<file path="config.mk">
export PLATFORM = sky130hd
export DESIGN_NAME = wsq_ptr_unit
export DESIGN_NICKNAME = d
export VERILOG_FILES = /design/src/design/wsq_pkg.sv /design/src/design/wsq_ptr_unit.sv
export SDC_FILE = /design/constraint.sdc
export NUM_CORES = 1
export LEC_CHECK = 0
export BUFFER_PORTS_ARGS = -buffer_cell sky130_fd_sc_hd__clkbuf_2
export CORE_MARGIN = 2
export CORE_UTILIZATION = 62
export DETAILED_ROUTE_END_ITERATION = 7
export PLACE_DENSITY = 0.8
export SYNTH_ARGS = -nofsm -noshare
export SYNTH_HDL_FRONTEND = slang
export SYNTH_SLANG_ARGS = --single-unit
</file>
<file path="constraint.sdc">
create_clock -name clk -period 4.9 [get_ports clk]
set_clock_uncertainty 0.05 [all_clocks]
set_input_delay 1.225 -clock clk [delete_from_list [all_inputs] [get_ports clk]]
set_output_delay 1.225 -clock clk [all_outputs]
set_load 0.02 [all_outputs]
</file>
<file path="src/design/wsq_pkg.sv">
// Shared types, codes and default sizes for the work-stealing deque block.
package wsq_pkg;

  // Default sizes handed to the top level parameters.
  localparam int CPUS_DEF  = 4;
  localparam int SLOTS_DEF = 128;

  // Fixed payload widths of the channels.
  localparam int HANDLE_W = 32;
  localparam int REQ_W    = 2;
  localparam int VIC_W    = 2;
  localparam int STATUS_W = 3;
  localparam int SRC_W    = 2;

  // Request kinds.
  localparam logic REQ_PUSH = 1'b0;
  localparam logic REQ_TAKE = 1'b1;

  // Result status codes.
  localparam logic [STATUS_W-1:0] ST_PUSHED = 3'd0;
  localparam logic [STATUS_W-1:0] ST_FULL   = 3'd1;
  localparam logic [STATUS_W-1:0] ST_POPPED = 3'd2;
  localparam logic [STATUS_W-1:0] ST_STOLEN = 3'd3;
  localparam logic [STATUS_W-1:0] ST_NOWORK = 3'd4;

  // Sequencer states.
  typedef enum logic [2:0] {
    S_IDLE,
    S_CHECK,
    S_SCAN,
    S_READ,
    S_DONE
  } seq_state_t;

  // Which index of the selected deque addresses the slot memory.
  typedef enum logic [1:0] {
    VIEW_HEAD,
    VIEW_HEAD_DEC,
    VIEW_TAIL
  } view_t;

  // Command from the sequencer to the index unit.
  typedef struct packed {
    view_t view;
    logic  upd;
  } ptr_cmd_t;

  // Occupancy flags of the selected deque.
  typedef struct packed {
    logic empty;
    logic full;
  } occ_stat_t;

endpackage

</file>
<file path="src/design/wsq_ptr_unit.sv">
// Head and tail indexes of every deque, with the shared occupancy and address unit.
module wsq_ptr_unit #(
  parameter int CPUS  = wsq_pkg::CPUS_DEF,
  parameter int SLOTS = wsq_pkg::SLOTS_DEF,
  localparam int CW   = $clog2(CPUS),
  localparam int IW   = $clog2(2 * SLOTS),
  localparam int SW   = $clog2(SLOTS),
  localparam int AW   = $clog2(CPUS * SLOTS)
) (
  input  logic               clk,
  input  logic               rst_n,
  input  logic [CW-1:0]      cpu,
  input  wsq_pkg::ptr_cmd_t  cmd,
  output wsq_pkg::occ_stat_t stat,
  output logic [AW-1:0]      addr
);
  import wsq_pkg::*;

  localparam logic [IW-1:0] IDX_LAST = IW'(2 * SLOTS - 1);
  localparam logic [IW-1:0] IDX_SPAN = IW'(2 * SLOTS);
  localparam logic [IW-1:0] IDX_SLOTS = IW'(SLOTS);

  logic [IW-1:0] head_r [CPUS];
  logic [IW-1:0] tail_r [CPUS];

  logic [IW-1:0] h, t, occ, h_inc, h_dec, t_inc, idx, slot_full;
  logic [SW-1:0] slot;

  // Occupancy of the selected deque, counted modulo twice the slot count.
  always_comb begin
    h   = head_r[cpu];
    t   = tail_r[cpu];
    occ = (h >= t) ? (h - t) : (h + IDX_SPAN - t);
    stat.empty = (h == t);
    stat.full  = (occ >= IDX_SLOTS);
    h_inc = (h == IDX_LAST) ? '0 : h + 1'b1;
    h_dec = (h == '0) ? IDX_LAST : h - 1'b1;
    t_inc = (t == IDX_LAST) ? '0 : t + 1'b1;
  end

  // Slot address of the chosen index.
  always_comb begin
    unique case (cmd.view)
      VIEW_HEAD:     idx = h;
      VIEW_HEAD_DEC: idx = h_dec;
      VIEW_TAIL:     idx = t;
      default:       idx = h;
    endcase
    slot_full = (idx >= IDX_SLOTS) ? (idx - IDX_SLOTS) : idx;
    slot      = SW'(slot_full);
    addr      = AW'(cpu) * AW'(SLOTS) + AW'(slot);
  end

  // Index update of the selected deque.
  always_ff @(posedge clk) begin
    if (!rst_n) begin
      for (int i = 0; i < CPUS; i++) begin
        head_r[i] <= '0;
        tail_r[i] <= '0;
      end
    end else if (cmd.upd) begin
      unique case (cmd.view)
        VIEW_HEAD:     head_r[cpu] <= h_inc;
        VIEW_HEAD_DEC: head_r[cpu] <= h_dec;
        VIEW_TAIL:     tail_r[cpu] <= t_inc;
        default:       head_r[cpu] <= h;
      endcase
    end
  end

endmodule

</file>
[Yosys cells after proc, flatten, opt, wreduce, memory -nomap -nowiden]
Memory sizes are Yosys's and may differ from the RTL's.
Cells that the tools add are included.
Storage, ports and cells
  output and inout port bits: 11
  memory bits (writable): 64
  memories kept: 2
  logic and storage cells: 52
  bits of input ports: 7
  bits in registers: 0
Cells by class
  add/sub/neg operators: 6
  eq/ne operators: 5
  reductions and logical operators: 5
  magnitude comparators: 2
  muxes and demuxes: 30
  bitwise gates (word level): 2
Memory list
  head_r: depth 4, bits a word 8, rd ports 1, clocked after memory_dff 0, wr ports 4, line wsq_ptr_unit.sv:23  | logic [IW-1:0] head_r [CPUS];
  tail_r: depth 4, bits a word 8, rd ports 1, clocked after memory_dff 0, wr ports 4, line wsq_ptr_unit.sv:24  | logic [IW-1:0] tail_r [CPUS];
Operators by type and width (count)
  $mux W8: 7
  $mux W1: 19
  $add A8 B1 Y8 const B: 2
  $eq A8 B8 Y1 const B: 2
  $ge A8 B8 Y1 const B: 2
  $pmux W8 S2: 1
  $reduce_or A8 Y1: 2
  $add A9 B7 Y9: 1
  $eq A8 B8 Y1: 1
  $logic_not A8 Y1: 1
  $sub A8 B1 Y8 const B: 1
  $sub A8 B8 Y8: 1
  $mux W7: 1
  $sub A7 B1 Y7 const B: 1
  $mux W2: 2
  $reduce_or A3 Y1: 1
  $eq A2 B1 Y1 const B: 1
  $eq A2 B2 Y1 const B: 1
  $logic_not A2 Y1: 1
  $or A1 B1 Y1: 2

[Logic depth before layout (Yosys ltp)]
  depth after elaboration: 9
  depth in mapped cells: 13
  depth with buffers taken out: 10

[Least setup slack after synthesis]
No wires, ideal clock.
  kind: input -> output
  start: input port cpu[0]
  end: output port addr[0]
  setup slack: -0.055 ns
  stages: 12
  arrival time: 3.680 ns
  buffers on the path: 3
  required time: 3.625 ns
  cells stage by stage: buf_6 buf_8 mux4_2 buf_2 inv_1 ha_1 inv_1 or3_1 or2_4 nand2_1 nand2_1 a31oi_1
Between the ends
  word-level cells in the longest chain between the ends: 7
  elaborated cells between the ends (all ways): 10
  those cells by class: add/sub (3); order compare (1); mux (3); reduce/logical (1); memory (2)
RTL lines
  start, declared: line wsq_ptr_unit.sv:12  | input logic [CW-1:0] cpu,
  $mem_v2 Z4 W8
  $sub A8 B1 Y8 / $logic_not A8 Y1 (equally long branches): line wsq_ptr_unit.sv:37  | h_dec = (h == '0) ? IDX_LAST : h - 1'b1;
  $mux W8: line wsq_ptr_unit.sv:37
  $pmux W8 S2 (*): line wsq_ptr_unit.sv:43  | unique case (cmd.view)
  $sub A7 B1 Y7 / $ge A8 B8 Y1 (equally long branches): line wsq_ptr_unit.sv:49  | slot_full = (idx >= IDX_SLOTS) ? (idx - IDX_SLOTS) : idx;
  $mux W7 (*): line wsq_ptr_unit.sv:49
  $add A9 B7 Y9 (*): line wsq_ptr_unit.sv:51  | addr = AW'(cpu) * AW'(SLOTS) + AW'(slot);
  end, declared: line wsq_ptr_unit.sv:15  | output logic [AW-1:0] addr
Mark *: on every way between the ends. The rest lies on a longest branch, timed or not.

[Final worst setup path]
  start: input port cpu[0]
  end: output port addr[3]
Same word-level chain as after synthesis.

==> results.toml <==
[clocking]
clkTransAtPathRegs_ps = 80
clk_latency_ps = 340
cts_tree = "done"
numCtsBuffers = 9
clockBufferDepth = 2
clock-sinks = 64
clock-root-buffer = "clkbuf_8"
postCtsHoldBufs = 0
cts_max_level = 3

[final_layout]
drive_gt1_frac = 0.2119
final_common_cell = "nor2_1"
fin_nets = 403
area_delta_synth_final_pct = 9.726
final_cell_mix = "nor2_1 (70), edfxtp_1 (64), nand2_1 (37)"
n_antenna_cell = 0
fin_cells = 462

[timing]
period_share = 0.9673
fin_crit_ps = 4740
finalMaxSlewViolations = 0
max_freq_mhz = 211.0
final_hold_viol_count = 0
setup_violations = 0
whs_ps = 956.6
max_slew_margin = 0.6625
tightest_slew_ps = 506.2
rsz0062_at_grt = "false"
fin_ws_ps = 160.3
setup_tns_ps = 0

[power]
swShare = 0.2841
power_w = 0.001349
vdd_drop_max_mv = 0.2887
comb_power_share = 0.206
power_density_mw_per_mm2 = 316.5
seqPwrFrac = 0.470
p_leak_nw = 1.664
power.internal_w = 0.0009658
clock_power_share = 0.324
p_switching_w = 0.0003833

[grt]
antenna_found_initial = 0
grt_pass1_wl_um = 14420
grt_start_max_net_pins = 18
grt_usage = 0.2683
grt_overflow_total = 0
grt_pass1_vias = 2851

[run_status]
status = "complete, no violations"

[synth]
synth-seq-cells = 64
syn_area_per_cell_um2 = 10.88
ys.warnings.count = 0
synth_cells = 357
synth_cell_types = 54
ys_seq_area_frac = 0.4947
synth_nets = 378
syn-cell-area_mm2 = 0.003885

[route]
wl_per_cell_um = 19.40
routed_via_density = 6.301
drt_wl_total_um = 8965
drtPass1Iterations = 5
drt_iter0_drc = 296
antenna_left = 0
vias = 2911
drc = 0

[worst_setup_path]
end_kind = "primary output"
cp-start-kind = "primary input"
critPathArrivalTime_ps = 3460
required_ps = 3620
critical_path_class = "primary input to primary output"
crit_path_max_fanout = 5
r2r_cells = 8

[floorplan]
ios = 18
core_mm2 = 0.005991
die_x_um = 83.16
die-area_mm2 = 0.006916
die_h_um = 83.16
start_util = 0.6485
num_rows = 28

[hold_path]
min_path_cells = 3
min_path_type = "register to register"

[job]
maxCapViolations = 0

[placement]
portBuffers = 17
dp.cells = 441
place_ws_ps = 52.65
hpwl_um = 6487
globalplace.congestion = 0.9460
## power groups by stage
stage / clock (W) / sequential [W] / combinational [W]
2_1_floorplan: 0 / 0.000642 / 0.000197
3_3_place_gp: 0 / 0.000644 / 0.000260
3_5_place_dp: 0 / 0.000646 / 0.000265
4_1_cts: 0.000444 / 0.000634 / 0.000267
5_1_grt: 0.000464 / 0.000636 / 0.000302
6_report: 0.000437 / 0.000634 / 0.000278
## worst paths after layout
kind                     start      endpoint  slack [ps]
setup / recovery        cpu[0]       addr[3]         160
setup reg to reg  head_r[3][2]  head_r[1][6]        2260
hold reg to reg   tail_r[2][7]  tail_r[3][7]         960
hold / removal    tail_r[2][7]  tail_r[3][7]         960
## sequential cells by signal (all words and copies together), names as in the netlist
register and flops:
head_r 32, tail_r 32
## cells by family (layout without fill, tap and decap cells)
| logic type | count (synthesis) | after routing | share of synthesized area |
|---|---|---|---|
| muxes | 16 | 16 | 0.09565 |
| AOI/OAI and AO/OA | 52 | 52 | 0.09340 |
| adders and majority gates | 14 | 14 | 0.04509 |
| DFF | 64 | 64 | 0.4947 |
| and+or+nand+nor | 157 | 157 | 0.1810 |
| buffers and inverters | 45 | 75 | 0.06988 |
| xor gates and xnor gates | 9 | 9 | 0.02029 |
## per-stage QoR
step	area (um2)	util
CTS	4217	0.7038
finish	4263	0.7116
floorplan	3899	-
global route	4263	0.7116
global placement	4021	0.6713
detailed placement	4021	0.6713
## critical path: stages
cell	delay (ps)
clkbuf_4	160
mux4_2	560
inv_1	80
ha_1	160
inv_1	60
or3_1	390
or2_4	290
nand2_1	110
a22oi_1	90
a21oi_2	150
clkbuf_2	170
## cell type report
cell class	instances	area, um2
clock buffer	9	123.9
clock inverter	7	71.32
fill	395	1728
inverter	20	75.07
multi-input combinational	248	1709
sequential	64	1922
tap	75	93.84
timing repair buffer	39	267.8
## synth_stat cells, drive strengths merged
cell	count	area [um2]
mux4	16	371.6
nor2b	1	6.260
nand2b	6	37.54
nand3b	2	15.01
ha	14	175.2
a22oi	3	27.52
xor2	4	35.03
o311a	2	20.02
a31oi	5	52.55
clkbuf	7	30.03
o31ai	4	30.03
nor4	1	6.260
or2	5	33.79
nor2	71	269.0
o21a	1	7.510
nor3	2	10.01
a21oi	13	68.82
o21ai	13	68.81
xnor2	5	43.79
a2bb2oi	1	8.760
o32ai	1	8.760
o22ai	2	12.51
a21boi	1	7.510
a41o	1	10.01
nand2	37	138.9
inv	20	75.07
and3	3	18.77
nand3	18	95.09
a211oi	1	7.510
or4	1	7.510
edfxtp	64	1922
o311ai	1	8.760
or3	5	31.28
o41ai	1	8.760
buf	18	166.4
and2	3	18.77
o211ai	2	15.01
nor3b	2	15.01
## routing by layer
metal  track usage  vias to the layer above  wire [um]
met3       0.04970                       19        845
met1        0.3651                     1375       3613
met4        0.1252                        0        205
met2        0.4216                      182       4302
met5             0                        -          0
li1              -                     1335          -
## repair_timing
action | CTS | global route
resized for setup | 0 | 6
buffers inserted | 0 | 5
endpoints found under the setup margin | 0 | 3
Power figures use the tool's default switching activity.
